===== src/sv/sfr_pkg.sv =====
// ----------------------------------------------------------------------------
// sfr_pkg: shared types and helpers for the stuffed frame receiver
// This package holds the register set, the event word that passes from the
// deframer to the report stage, the status codes and the CRC-16/ARC byte step.
// ----------------------------------------------------------------------------
package sfr_pkg;

  localparam int unsigned MaxFrameBytes = 255;
  localparam int unsigned MinFrameBytes = 58;
  localparam logic [7:0]  XorMask       = 8'h20;
  localparam logic [15:0] CrcPoly       = 16'hA001;
  localparam logic [7:0]  Broadcast     = 8'hFF;

  // Frame status codes.
  localparam logic [2:0] ST_OK      = 3'd0;
  localparam logic [2:0] ST_BAD_LEN = 3'd1;
  localparam logic [2:0] ST_BAD_VER = 3'd2;
  localparam logic [2:0] ST_BAD_CRC = 3'd3;
  localparam logic [2:0] ST_ABORT   = 3'd4;

  // Item kinds.
  localparam logic KIND_BODY   = 1'b0;
  localparam logic KIND_REPORT = 1'b1;

  // Register indexes.
  localparam logic [2:0] REG_START_FIRST  = 3'd0;
  localparam logic [2:0] REG_START_SECOND = 3'd1;
  localparam logic [2:0] REG_ESCAPE       = 3'd2;
  localparam logic [2:0] REG_VERSION      = 3'd3;
  localparam logic [2:0] REG_OWN_ADDR     = 3'd4;
  localparam logic [2:0] REG_ACK_KIND     = 3'd5;

  typedef struct packed {
    logic [7:0] start_first;
    logic [7:0] start_second;
    logic [7:0] escape_code;
    logic [7:0] version_expected;
    logic [7:0] own_address;
    logic [7:0] ack_kind_code;
  } cfg_t;

  typedef struct packed {
    logic       item_kind;
    logic [2:0] status;
    logic [7:0] index;
    logic [7:0] value;
    logic [7:0] msg_kind;
    logic [7:0] dest_addr;
    logic [7:0] src_addr;
    logic [7:0] key_index;
    logic [7:0] frame_length;
  } event_t;

  typedef struct packed {
    logic full;
    logic empty;
  } q_stat_t;

  // One byte of CRC-16/ARC, reflected.
  function automatic logic [15:0] crc_step(input logic [15:0] c, input logic [7:0] b);
    logic [15:0] v;
    v = c ^ {8'h00, b};
    for (int i = 0; i < 8; i++) begin
      if (v[0]) v = (v >> 1) ^ CrcPoly;
      else      v = v >> 1;
    end
    return v;
  endfunction

endpackage


===== src/sv/stuffed_frame_receiver_crc16_unit.sv =====
// ----------------------------------------------------------------------------
// stuffed_frame_receiver_crc16_unit: byte-stuffed frame receiver, CRC-16/ARC
// Deframes raw line bytes, emits body bytes and one report per frame.
// ----------------------------------------------------------------------------
// The unit takes one raw line byte per cycle, unless the event queue is full,
// and gives zero or one result per byte: the deframer computes its whole CRC
// byte step and state update combinationally. A result passes through a queue
// entry, then the output register, and the two-entry queue between the deframer
// and the output register lets the input keep flowing while a result waits.
// Registers are written over the APB port at byte address 4*index and should be
// changed only while no frame is in flight.
module stuffed_frame_receiver_crc16_unit (
  input  logic        clk,
  input  logic        rst_n,
  input  logic        psel,
  input  logic        penable,
  input  logic        pwrite,
  input  logic [4:0]  paddr,
  input  logic [31:0] pwdata,
  output logic [31:0] prdata,
  output logic        pready,
  input  logic        in_valid,
  output logic        in_ready,
  input  logic [7:0]  in_rx_byte,
  output logic        out_valid,
  input  logic        out_ready,
  output logic        out_item_kind,
  output logic [7:0]  out_body_index,
  output logic [7:0]  out_body_value,
  output logic [2:0]  out_frame_status,
  output logic        out_for_this_node,
  output logic        out_is_ack,
  output logic [7:0]  out_msg_kind,
  output logic [7:0]  out_dest_addr,
  output logic [7:0]  out_src_addr,
  output logic [7:0]  out_key_index,
  output logic [7:0]  out_frame_length
);

  sfr_pkg::cfg_t    cfg_r, cfg_nxt;
  sfr_pkg::event_t  f_ev, q_ev, o_ev;
  sfr_pkg::q_stat_t q_stat;
  logic             f_push, q_pop, in_acc;
  logic [2:0]       reg_idx;
  logic             wr_en;

  assign pready  = 1'b1;
  assign reg_idx = paddr[4:2];
  assign wr_en   = psel && penable && pwrite;

  // Register writes.
  always_comb begin
    cfg_nxt = cfg_r;
    if (wr_en) begin
      unique case (reg_idx)
        sfr_pkg::REG_START_FIRST:  cfg_nxt.start_first      = pwdata[7:0];
        sfr_pkg::REG_START_SECOND: cfg_nxt.start_second     = pwdata[7:0];
        sfr_pkg::REG_ESCAPE:       cfg_nxt.escape_code      = pwdata[7:0];
        sfr_pkg::REG_VERSION:      cfg_nxt.version_expected = pwdata[7:0];
        sfr_pkg::REG_OWN_ADDR:     cfg_nxt.own_address      = pwdata[7:0];
        sfr_pkg::REG_ACK_KIND:     cfg_nxt.ack_kind_code    = pwdata[7:0];
        default:                   cfg_nxt = cfg_r;
      endcase
    end
  end

  always_ff @(posedge clk) begin
    if (!rst_n) begin
      cfg_r.start_first      <= 8'd222;
      cfg_r.start_second     <= 8'd173;
      cfg_r.escape_code      <= 8'd125;
      cfg_r.version_expected <= 8'd1;
      cfg_r.own_address      <= 8'd0;
      cfg_r.ack_kind_code    <= 8'd65;
    end else begin
      cfg_r <= cfg_nxt;
    end
  end

  // Register readback.
  always_comb begin
    unique case (reg_idx)
      sfr_pkg::REG_START_FIRST:  prdata = {24'h0, cfg_r.start_first};
      sfr_pkg::REG_START_SECOND: prdata = {24'h0, cfg_r.start_second};
      sfr_pkg::REG_ESCAPE:       prdata = {24'h0, cfg_r.escape_code};
      sfr_pkg::REG_VERSION:      prdata = {24'h0, cfg_r.version_expected};
      sfr_pkg::REG_OWN_ADDR:     prdata = {24'h0, cfg_r.own_address};
      sfr_pkg::REG_ACK_KIND:     prdata = {24'h0, cfg_r.ack_kind_code};
      default:                   prdata = 32'h0;
    endcase
  end

  assign in_ready = !q_stat.full;
  assign in_acc   = in_valid && in_ready;

  sfr_front u_front (
    .clk        (clk),
    .rst_n      (rst_n),
    .cfg        (cfg_r),
    .byte_valid (in_acc),
    .byte_in    (in_rx_byte),
    .ev_push    (f_push),
    .ev         (f_ev)
  );

  sfr_queue u_queue (
    .clk       (clk),
    .rst_n     (rst_n),
    .push      (f_push),
    .push_data (f_ev),
    .pop       (q_pop),
    .pop_data  (q_ev),
    .stat      (q_stat)
  );

  sfr_back u_back (
    .clk       (clk),
    .rst_n     (rst_n),
    .cfg       (cfg_r),
    .ev_avail  (!q_stat.empty),
    .ev        (q_ev),
    .ev_take   (q_pop),
    .out_valid (out_valid),
    .out_ready (out_ready),
    .out_ev    (o_ev),
    .out_mine  (out_for_this_node),
    .out_ack   (out_is_ack)
  );

  assign out_item_kind    = o_ev.item_kind;
  assign out_body_index   = o_ev.index;
  assign out_body_value   = o_ev.value;
  assign out_frame_status = o_ev.status;
  assign out_msg_kind     = o_ev.msg_kind;
  assign out_dest_addr    = o_ev.dest_addr;
  assign out_src_addr     = o_ev.src_addr;
  assign out_key_index    = o_ev.key_index;
  assign out_frame_length = o_ev.frame_length;

  // Body words carry no status and no flags.
  a_body_clean: assert property (@(posedge clk) disable iff (!rst_n)
    out_valid && out_item_kind == sfr_pkg::KIND_BODY |->
      out_frame_status == sfr_pkg::ST_OK && !out_is_ack && !out_for_this_node)
    else $error("body word carries report fields");

  // Flags only on good frames.
  a_flags_ok: assert property (@(posedge clk) disable iff (!rst_n)
    out_valid && out_frame_status != sfr_pkg::ST_OK |-> !out_is_ack && !out_for_this_node)
    else $error("flags set on a failed frame");

  // A full queue never takes a push.
  a_no_overflow: assert property (@(posedge clk) disable iff (!rst_n)
    q_stat.full && !q_pop |-> !f_push)
    else $error("event queue overflow");

  // Queue empty means the output stage pulls nothing.
  a_no_underflow: assert property (@(posedge clk) disable iff (!rst_n)
    q_stat.empty |-> !q_pop)
    else $error("event queue underflow");

endmodule


===== src/sv/sfr_front.sv =====
// ----------------------------------------------------------------------------
// sfr_front: deframer front end
// Hunts for the start bytes, unstuffs, tracks position and CRC, stores the
// header and emits one event word per body byte or frame end.
// ----------------------------------------------------------------------------
module sfr_front (
  input  logic                clk,
  input  logic                rst_n,
  input  sfr_pkg::cfg_t       cfg,
  input  logic                byte_valid,
  input  logic [7:0]          byte_in,
  output logic                ev_push,
  output sfr_pkg::event_t     ev
);

  localparam logic [1:0] MODE_HUNT   = 2'd0;
  localparam logic [1:0] MODE_SECOND = 2'd1;
  localparam logic [1:0] MODE_FRAME  = 2'd2;

  logic [1:0]  mode_r, mode_nxt;
  logic        esc_r, esc_nxt;
  logic [7:0]  pos_r, pos_nxt;
  logic [15:0] crc_r, crc_nxt;
  logic [7:0]  crc_lo_r, crc_lo_nxt;
  logic [7:0]  hdr_r [6];
  logic [7:0]  hdr_nxt [6];

  logic [7:0]  d;
  logic [7:0]  rep_pos;
  logic [7:0]  len_m2;
  logic        rep;
  logic [2:0]  rep_status;

  // Per-byte frame state update.
  always_comb begin
    mode_nxt   = mode_r;
    esc_nxt    = esc_r;
    pos_nxt    = pos_r;
    crc_nxt    = crc_r;
    crc_lo_nxt = crc_lo_r;
    for (int i = 0; i < 6; i++) hdr_nxt[i] = hdr_r[i];
    d          = byte_in;
    rep_pos    = pos_r;
    rep        = 1'b0;
    rep_status = sfr_pkg::ST_OK;
    len_m2     = hdr_r[1] - 8'd2;
    ev_push    = 1'b0;
    ev         = '0;

    if (byte_valid) begin
      if (mode_r == MODE_SECOND) begin
        if (byte_in == cfg.start_second) begin
          crc_nxt  = sfr_pkg::crc_step(crc_r, byte_in);
          pos_nxt  = 8'd2;
          mode_nxt = MODE_FRAME;
        end else begin
          mode_nxt = MODE_HUNT;
          esc_nxt  = 1'b0;
          pos_nxt  = '0;
          crc_nxt  = '0;
        end
      end else if (mode_r != MODE_FRAME) begin
        if (byte_in == cfg.start_first) begin
          esc_nxt  = 1'b0;
          crc_nxt  = sfr_pkg::crc_step(16'h0000, byte_in);
          pos_nxt  = 8'd1;
          mode_nxt = MODE_SECOND;
        end
      end else if (byte_in == cfg.start_first || byte_in == cfg.start_second) begin
        // A raw start byte aborts the frame.
        rep        = 1'b1;
        rep_status = sfr_pkg::ST_ABORT;
        esc_nxt    = 1'b0;
        if (byte_in == cfg.start_first) begin
          crc_nxt  = sfr_pkg::crc_step(16'h0000, byte_in);
          pos_nxt  = 8'd1;
          mode_nxt = MODE_SECOND;
        end else begin
          crc_nxt  = '0;
          pos_nxt  = '0;
          mode_nxt = MODE_HUNT;
        end
      end else if (!esc_r && byte_in == cfg.escape_code) begin
        esc_nxt = 1'b1;
      end else begin
        if (esc_r) d = byte_in ^ sfr_pkg::XorMask;
        esc_nxt = 1'b0;
        if (pos_r >= 8'd2 && pos_r <= 8'd7) hdr_nxt[pos_r[2:0] - 3'd2] = d;
        pos_nxt = pos_r + 8'd1;
        rep_pos = pos_r + 8'd1;
        if (pos_r < 8'd8) begin
          crc_nxt = sfr_pkg::crc_step(crc_r, d);
          if (pos_r == 8'd3 && (d < 8'(sfr_pkg::MinFrameBytes) ||
                                d > 8'(sfr_pkg::MaxFrameBytes))) begin
            rep        = 1'b1;
            rep_status = sfr_pkg::ST_BAD_LEN;
            mode_nxt   = MODE_HUNT;
            pos_nxt    = '0;
            crc_nxt    = '0;
          end
        end else if (pos_r < len_m2) begin
          crc_nxt     = sfr_pkg::crc_step(crc_r, d);
          ev_push     = 1'b1;
          ev.item_kind = sfr_pkg::KIND_BODY;
          ev.index    = pos_r;
          ev.value    = d;
        end else if (pos_r == len_m2) begin
          crc_lo_nxt = d;
        end else begin
          // High CRC byte closes the frame.
          rep = 1'b1;
          if (hdr_r[0] != cfg.version_expected) rep_status = sfr_pkg::ST_BAD_VER;
          else if ({d, crc_lo_r} != crc_r)       rep_status = sfr_pkg::ST_BAD_CRC;
          else                                   rep_status = sfr_pkg::ST_OK;
          mode_nxt = MODE_HUNT;
          pos_nxt  = '0;
          crc_nxt  = '0;
        end
      end

      // Report word; header bytes not yet received read as zero.
      if (rep) begin
        ev_push         = 1'b1;
        ev.item_kind    = sfr_pkg::KIND_REPORT;
        ev.status       = rep_status;
        ev.frame_length = (rep_pos > 8'd3) ? hdr_nxt[1] : 8'h00;
        ev.msg_kind     = (rep_pos > 8'd4) ? hdr_nxt[2] : 8'h00;
        ev.dest_addr    = (rep_pos > 8'd5) ? hdr_nxt[3] : 8'h00;
        ev.src_addr     = (rep_pos > 8'd6) ? hdr_nxt[4] : 8'h00;
        ev.key_index    = (rep_pos > 8'd7) ? hdr_nxt[5] : 8'h00;
      end
    end
  end

  // Control state.
  always_ff @(posedge clk) begin
    if (!rst_n) begin
      mode_r   <= MODE_HUNT;
      esc_r    <= 1'b0;
      pos_r    <= '0;
      crc_r    <= '0;
      crc_lo_r <= '0;
    end else begin
      mode_r   <= mode_nxt;
      esc_r    <= esc_nxt;
      pos_r    <= pos_nxt;
      crc_r    <= crc_nxt;
      crc_lo_r <= crc_lo_nxt;
    end
  end

  // Header store, no reset.
  always_ff @(posedge clk) begin
    for (int i = 0; i < 6; i++) hdr_r[i] <= hdr_nxt[i];
  end

endmodule


===== src/sv/sfr_queue.sv =====
// ----------------------------------------------------------------------------
// sfr_queue: two-entry event queue
// Decouples the deframer from the report stage so each can stall on its own.
// ----------------------------------------------------------------------------
module sfr_queue (
  input  logic             clk,
  input  logic             rst_n,
  input  logic             push,
  input  sfr_pkg::event_t  push_data,
  input  logic             pop,
  output sfr_pkg::event_t  pop_data,
  output sfr_pkg::q_stat_t stat
);

  sfr_pkg::event_t mem_r [2];
  logic            wr_r, wr_nxt;
  logic            rd_r, rd_nxt;
  logic [1:0]      cnt_r, cnt_nxt;

  assign stat.full  = (cnt_r == 2'd2);
  assign stat.empty = (cnt_r == 2'd0);
  assign pop_data   = mem_r[rd_r];

  // Pointer and count update.
  always_comb begin
    wr_nxt  = push ? ~wr_r : wr_r;
    rd_nxt  = pop  ? ~rd_r : rd_r;
    cnt_nxt = cnt_r + {1'b0, push} - {1'b0, pop};
  end

  always_ff @(posedge clk) begin
    if (!rst_n) begin
      wr_r  <= 1'b0;
      rd_r  <= 1'b0;
      cnt_r <= '0;
    end else begin
      wr_r  <= wr_nxt;
      rd_r  <= rd_nxt;
      cnt_r <= cnt_nxt;
    end
  end

  // Entry storage.
  always_ff @(posedge clk) begin
    if (push) mem_r[wr_r] <= push_data;
  end

endmodule


===== src/sv/sfr_back.sv =====
// ----------------------------------------------------------------------------
// sfr_back: report stage and output register
// Derives the acknowledge and address-match flags and holds the result word.
// ----------------------------------------------------------------------------
module sfr_back (
  input  logic             clk,
  input  logic             rst_n,
  input  sfr_pkg::cfg_t    cfg,
  input  logic             ev_avail,
  input  sfr_pkg::event_t  ev,
  output logic             ev_take,
  output logic             out_valid,
  input  logic             out_ready,
  output sfr_pkg::event_t  out_ev,
  output logic             out_mine,
  output logic             out_ack
);

  logic            valid_r, valid_nxt;
  sfr_pkg::event_t ev_r;
  logic            mine_r, ack_r;
  logic            ack_c, mine_c, ok;

  assign ev_take = ev_avail && (!valid_r || out_ready);

  // Flags apply only to good frame reports.
  always_comb begin
    ok     = (ev.item_kind == sfr_pkg::KIND_REPORT) && (ev.status == sfr_pkg::ST_OK);
    ack_c  = ok && (ev.msg_kind == cfg.ack_kind_code);
    mine_c = ok && (ev.dest_addr == cfg.own_address || ev.dest_addr == sfr_pkg::Broadcast)
                && !(ack_c && ev.src_addr == cfg.own_address);
    valid_nxt = ev_take ? 1'b1 : (out_ready ? 1'b0 : valid_r);
  end

  always_ff @(posedge clk) begin
    if (!rst_n) valid_r <= 1'b0;
    else        valid_r <= valid_nxt;
  end

  always_ff @(posedge clk) begin
    if (ev_take) begin
      ev_r   <= ev;
      mine_r <= mine_c;
      ack_r  <= ack_c;
    end
  end

  assign out_valid = valid_r;
  assign out_ev    = ev_r;
  assign out_mine  = mine_r;
  assign out_ack   = ack_r;

endmodule


===== config.mk =====
export PLATFORM = sky130hd
export DESIGN_NAME = stuffed_frame_receiver_crc16_unit
export DESIGN_NICKNAME = d
export VERILOG_FILES = /design/src/sv/sfr_pkg.sv /design/src/sv/stuffed_frame_receiver_crc16_unit.sv /design/src/sv/sfr_front.sv /design/src/sv/sfr_queue.sv /design/src/sv/sfr_back.sv
export SDC_FILE = /design/constraint.sdc
export NUM_CORES = 1
export LEC_CHECK = 0
export ABC_CLOCK_PERIOD_IN_PS = 14000
export BUFFER_PORTS_ARGS = -buffer_cell sky130_fd_sc_hd__buf_2
export CORE_MARGIN = 4
export CORE_UTILIZATION = 39
export DETAILED_ROUTE_END_ITERATION = 6
export PLACE_DENSITY = 0.59
export SKIP_LAST_GASP = 1
export SYNTH_ARGS = -nofsm -noshare
export SYNTH_HDL_FRONTEND = slang
export SYNTH_SLANG_ARGS = --single-unit

===== constraint.sdc =====
create_clock -name clk -period 14 [get_ports clk]
set_clock_uncertainty 0.05 [all_clocks]
set_input_delay 2.1 -clock clk [delete_from_list [all_inputs] [get_ports clk]]
set_output_delay 2.1 -clock clk [all_outputs]
set_load 0.005 [all_outputs]

# == After elaboration in Yosys (flattened, before gate mapping) ==
# Memories as Yosys holds them, arrays and structs flattened. A register that Yosys moved wholly into a read port is not among the register bits.
# Cells that the tools add are included.
# classes
add_sub_neg,5
order_cmp,13
eq_ne,26
mux,319
bitwise_logic,50
n_reduce_logical,37
# op_table
op,n
2-to-1 mux 16 bit,229
2-to-1 mux 48 bit,6
2-to-1 mux 8 bit,25
inverter 2 -> 3 bit,37
2-to-1 mux 60 bit,1
equality test 8 bit,7
bitwise mux 48 bit,1
case mux 8 bit (6 select lines),1
2-to-1 mux 40 bit,1
greater-than comparator 8 x 3 -> 1 bit (second input constant),4
2-to-1 mux 1 bit,32
XOR 16 x 8 -> 16 bit,2
demux 8 bit (select 3 bit),1
2-to-1 mux 2 bit,12
2-to-1 mux 3 bit,8
inequality test 16 bit,1
logical AND 1 bit,13
AND reduction 2 bit,6
inequality test 5 x 1 -> 1 bit (second input constant),2
inverter 1 bit,9
adder 8 x 1 -> 8 bit (second input constant),1
equality test 8 x 2 -> 1 bit (second input constant),1
equality test 8 bit (second input constant),1
>= comparator 8 x 2 -> 1 bit (second input constant),1
36 further kinds,48
# word_totals
register_bits,150
ramBits,168
input_bits,52
output_inout_bits,97
word_cells,478
memories,2
# mem_list
name,words,width,rd,rd_ports_with_merged_regs,write_ports,line,text
u_queue.mem_r,2,60,1,1,1,sfr_queue.sv:15,sfr_pkg::event_t mem_r [2];
u_front.hdr_r,6,8,6,0,6,sfr_front.sv:25,logic [7:0] hdr_r [6];

# == Logic depth before layout (Yosys ltp) ==
# depth
word_depth,79
mapped_depth,16
ltp_nobuf,16

# == Modules after synthesis ==
# Synthesis repeated with hierarchy kept, for this count alone.
# hier_totals
cells_unflattened,1186
area_unflattened_um2,15367.2
# modules_own_cells
module,instances,cells_per_inst,area_per_inst_um2
sfr_front,1,600,5769.3
sfr_queue,1,208,4860.9
stuffed_frame_receiver_crc16_unit,1,273,2512.4
sfr_back,1,105,2224.6

# == Least setup slack after synthesis ==
# OpenSTA, ideal clock, no wires.
# synth_timing
path_type,in2reg
startpoint,in in_rx_byte[4]
endpoint,"mem u_queue.mem_r[1][0] (netlist bit), enable pin"
setup_ps,485
t_arrival_ps,6383
required_time_ps,13465
path_slack_ps,7082
stages,9
n_path_buf,2
path_cell_list,buf_2 > xor2_1 > nor4_2 > nand2_1 > nand4b_4 > buf_6 > nor4_1 > a211oi_2 > nor2b_1
# synth_between
elab_chain_len,20
word_cells_on_any_way,30
classes_between,order compare (2); eq/ne (3); mux (21); reduce/logical (4)
# synth_rtl
item,line,text
start: declaration,stuffed_frame_receiver_crc16_unit.sv:24,"input logic [7:0] in_rx_byte,"
2-to-1 mux 6 bit,sfr_front.sv:86,if (esc_r) d = byte_in ^ sfr_pkg::XorMask;
2-to-1 mux 8 bit,sfr_front.sv:83,end else if (!esc_r && byte_in == cfg.escape_code) begin
2-to-1 mux 8 bit,sfr_front.sv:69,end else if (byte_in == cfg.start_first || byte_in == cfg.start_second) begin
2-to-1 mux 8 bit,sfr_front.sv:62,end else if (mode_r != MODE_FRAME) begin
2-to-1 mux 8 bit,sfr_front.sv:51,if (mode_r == MODE_SECOND) begin
2-to-1 mux 8 bit,sfr_front.sv:50,if (byte_valid) begin
< comparator 8 x 6 -> 1 bit / greater-than comparator 8 bit (equally long branches),"sfr_front.sv:93, sfr_front.sv:94",
logical OR 1 bit,sfr_front.sv:93,if (pos_r == 8'd3 && (d < 8'(sfr_pkg::MinFrameBytes) ||
[4 not listed],n/a,
2-to-1 mux 1 bit,sfr_front.sv:69,
2-to-1 mux 1 bit,sfr_front.sv:62,
2-to-1 mux 1 bit,sfr_front.sv:51,
2-to-1 mux 1 bit,sfr_front.sv:50,
2-to-1 mux 1 bit (*),sfr_front.sv:122,if (rep) begin
2-to-1 mux 1 bit (*),sfr_front.sv:50,
2-to-1 mux 1 bit (*),sfr_queue.sv:45,if (push) mem_r[wr_r] <= push_data;
2-to-1 mux 1 bit (implied by the code) (*),sfr_queue.sv:45,
end: declaration,sfr_queue.sv:15,
# Every way passes the cells marked *; elsewhere a longest branch is shown, timed or not. The select of a mux whose other input is x is not followed.

==> summary.md <==
| Metric | Value |
|---|---|
| Placed Cells | `roughly 1,700` |
| Final Hold Viols | `0` |
| Final Cycle Share | `40.49%` |
| Lkg Pwr | `roughly 0.0058 µW` |
| Setup violations, final | `0` |
| Yosys warning count | `0` |
| Max Cap Viol | `0` |
| Setup_tns | `0 ns` |
| Worst min-delay path category | `reg -> reg` |
| Power Density | `127.0 mW/mm²` |
| Cell area after synthesis | `~0.015 mm²` |
| Clock transition at path regs | `~0.050 ns` |
| Worst ir drop on vdd | `approximately 0.075 mV` |
| Primary FF master, synth | `edfxtp_1` |
| Longest Clk Path Bufs | `3` |
| Design Area, Final | `0.01692 mm²` |
| Port bufs | `97` |
| Vias in the first global route | `9,280` |
| CTS tree | `built` |
| DRT iter0 DRCs | `between 500 and 600` |
| Die height | `203.7 µm` |
| WP buf/inv | `1` |
| Simple-gate portion of the synthesized area | `a little under an eighth` |
| Unrepaired setup endpoints after global routing | `false` |
| Clk_lat worst skew | `just over 0.5 ns` |
| Yosys reg bits | `between 300 and 400` |
| GP Congestion | `0.8609` |
| Synthesis-to-finish area growth | `13.32%` |
| Initial antenna violation count | `0` |
| H-tree depth | `2` |
| Layout cell share with drive strength beyond 1 | `about 23%` |
| Max Fclk | `approximately 180 MHz` |
| Routed wl met2 | `~16 mm` |
| Synthesized area per cell | `about 13 µm²` |
| Synth top area share | `between 40 and 50%` |
| Met1 WL | `about 16 mm` |
| Total die area | `approximately 0.041 mm²` |
| Worst EP arrival | `just under 6 ns` |
| Max incr delay on CP | `0.95 ns` |
| Crit-path cells | `buf_2 -> xnor2_1 -> nand4_1 -> nor4_1 -> nand4b_4 -> mux2i_1 -> and3_1 -> nor3b_1` |
| Vias after detailed routing | `9,203` |
| Synth Area in Adders | `1.341%` |
| Number of clock sinks | `around 320` |
| Via/cell ratio | `slightly above 5` |
| # Post-CTS Setup Buffers | `0` |
| Router iterations before antenna repair | `5` |
| # IOs | `~150` |
| Ranking of synthesized cells by area | `edfxtp_1, dfxtp_1, mux2_2` |
| Flop2flop setup slack | `about 10 ns` |
| Filler cell count | `roughly 3,400` |
| Clock Tree Root | `clkbuf_16` |
| Antenna cells | `0` |
| DR WL/cell | `19.50 µm` |
| Crit Path Max Fanout | `23` |
| Slew Limit Fails | `0` |
| Final net count | `between 1,000 and 1,500` |
| Run status | `completed` |
| Routed met3 length | `~1.5 mm` |
| Non-filler cells, final | `~1,800` |
| Cells after synthesis | `between 1,000 and 1,500` |
| Combinational family with the most area after synthesis | `simple AND/OR/NAND/NOR gates` |
| Critical path type | `in -> reg` |
| Post-layout util | `44.82%` |
| Std-Cell Rows | `71` |
| Slowest cell on crit path | `mux2i_1` |
| Tot Pwr | `2150 µW` |
| Post-synth EDFFs | `230` |
| Slew HR | `a little under a quarter` |
| FFs w/ async S/R, synth | `0%` |
| Post-DRT Antenna Nets | `0` |
| Period minus WS final | `~5.7 ns` |
| Distinct cells, synth | `78` |
| DP HPWL | `22.59 mm` |
| Top sig layer | `met4` |
| Kind of end point of the critical path | `flip-flop` |
| Post-CTS resize count | `0` |
| Post-synthesis xor/xnor area fraction | `around 7.6%` |
| Sequential-to-total area share from yosys stat | `approximately 58%` |
| Critical Path RT | `approximately 14 ns` |
| DP Area | `0.01574 mm²` |
| GRT Total Usage | `16.58%` |
| First-pass GRT wire length | `~54 mm` |
| Die Wd | `203.7 µm` |
| Largest net degree at the start of global routing | `65` |
| Complex-gate fraction of the synthesized area | `roughly 5.9%` |
| Mux contribution to synthesized area | `around 11%` |
| Worst slew pin tran | `between 1 and 1.5 ns` |
| Initial Utilization | `39.55%` |
| Largest delay share family, worst path | `simple AND/OR/NAND/NOR gates` |
| WL final | `~35 mm` |
| Num CTS Buffers | `37` |
| Core Region | `~0.038 mm²` |
| Hold-fix buffers, CTS | `0` |
| Startpoint types | `primary input` |
| Post-route DRC | `0` |
| Synth area leader | `edfxtp_1` |
| Total gr overflow | `0` |
[metal layers]
layer  vias to the layer above  track usage, %
li1                       4372               -
met4                         0           4.505
met5                         -               0
met2                       225           27.10
met1                      4543           23.27
met3                        63           2.417
[worst paths after layout]
check | start | to | cells past startpoint
worst max-delay path | in_rx_byte[3] | u_queue.mem_r[0][2]$_DFFE_PP_ | 8
worst min-delay path | cfg_r[36]$_SDFFE_PN0P_ | cfg_r[36]$_SDFFE_PN0P_ | 2
worst max register to register | u_front.hdr_r[1][1]$_DFFE_PP_ | u_queue.mem_r[1][39]$_DFFE_PP_ | 13
worst min register to register | cfg_r[36]$_SDFFE_PN0P_ | cfg_r[36]$_SDFFE_PN0P_ | 2
[Yosys cell counts, drive strengths merged (4+ instances only)]
| cell type | instances |
|---|---|
| a2111oi | 5 |
| nor2 | 81 |
| and3 | 5 |
| o211a | 7 |
| nand4 | 10 |
| a31oi | 7 |
| ha | 16 |
| nor2b | 8 |
| o221ai | 4 |
| xor2 | 57 |
| edfxtp | 230 |
| or3 | 7 |
| a211oi | 8 |
| nand3 | 32 |
| nor3 | 17 |
| nand2 | 72 |
| mux2i | 63 |
| mux2 | 90 |
| o22ai | 5 |
| a21oi | 40 |
| inv | 27 |
| a22oi | 5 |
| nor3b | 36 |
| xnor2 | 64 |
| nor4 | 22 |
| o211ai | 7 |
| nand2b | 6 |
| buf | 59 |
| clkbuf | 28 |
| dfxtp | 89 |
| and2 | 9 |
| o21ai | 18 |
[stage by stage]
stage / setup WS [ns] / hold WS (ns)
2_1_floorplan: 7.082 / 0.4048
3_3_place_gp: 7.799 / 0.4217
3_5_place_dp: 7.747 / 0.4230
5_1_grt: 8.131 / 0.4580
4_1_cts: 8.301 / 0.4306
6_report: 8.332 / 0.4357
[cell usage in the layout, fill, tap and decap left out, types with 7 or more instances in the layout]
| cell | synthesis | layout |
|---|---|---|
| xnor2_1 | 63 | 63 |
| nand2_1 | 71 | 71 |
| a21oi_1 | 39 | 39 |
| nor2b_1 | 8 | 7 |
| conb_1 | 2 | 25 |
| a211oi_1 | 7 | 7 |
| clkbuf_1 | 27 | 14 |
| buf_2 | 9 | 97 |
| o211ai_1 | 7 | 7 |
| nor3_1 | 14 | 14 |
| a31oi_1 | 7 | 7 |
| nor4_1 | 18 | 17 |
| nand3_1 | 32 | 32 |
| dfxtp_1 | 89 | 88 |
| and2_1 | 8 | 8 |
| ha_1 | 16 | 16 |
| o21ai_0 | 15 | 15 |
| mux2_2 | 84 | 84 |
| nand4_1 | 10 | 10 |
| o211a_1 | 7 | 7 |
| nor2_1 | 81 | 79 |
| edfxtp_1 | 230 | 230 |
| clkbuf_16 | 0 | 38 |
| buf_4 | 34 | 12 |
| inv_1 | 27 | 27 |
| xor2_1 | 57 | 57 |
| mux2i_1 | 63 | 63 |
| nor3b_1 | 30 | 30 |
[sequential cells by signal, summed over array words and instances (netlist names), named ones only]
name and count:
u_front.crc_r 16, u_back.out_ev 60, u_back.out_valid 1, u_queue.cnt_r 2
cfg_r 48, u_queue.mem_r 120, u_back.out_ack 1, u_front.crc_lo_r 8
u_front.pos_r 8, u_queue.rd_r 1, u_queue.wr_r 1, u_front.mode_r 2
u_front.esc_r 1, u_front.hdr_r 40, u_back.out_mine 1
[area by class of cell]
type | count | area [µm²] | area share [%]
Tap cell | 511 | 639.4 | 3.779
Multi-Input combinational cell | 754 | 5725 | 33.84
Clock buffer | 55 | 1045 | 6.175
Sequential cell | 319 | 8690 | 51.36
Clock inverter | 10 | 140.1 | 0.8282
Timing Repair Buffer | 109 | 575.6 | 3.402
Inverter | 28 | 105.1 | 0.6212
[where the power goes]
part,internal [µW],switching [µW],leakage [µW]
logic,58.3,96.3,0.00252
registers,1040,12.2,0.00275
clock network,572,368,0.000569
[worst register-to-register path: cells and delay by family, from the launching register on]
kind,cells,cell delay [ns]
buf+inv,2,0.78
xor+xnor,1,0.16
compound gates,3,0.53
flops,1,0.47
fa+ha+maj,2,0.47
simple gates,5,1.40
[cells by family after synthesis]
logic type,Yosys count
flops,319
fa+ha+maj,16
buf+inv,115
mux,154
simple gates,313
compound gates,122
xor+xnor,124
other cells,2
(Power assumes the default switching activity.)
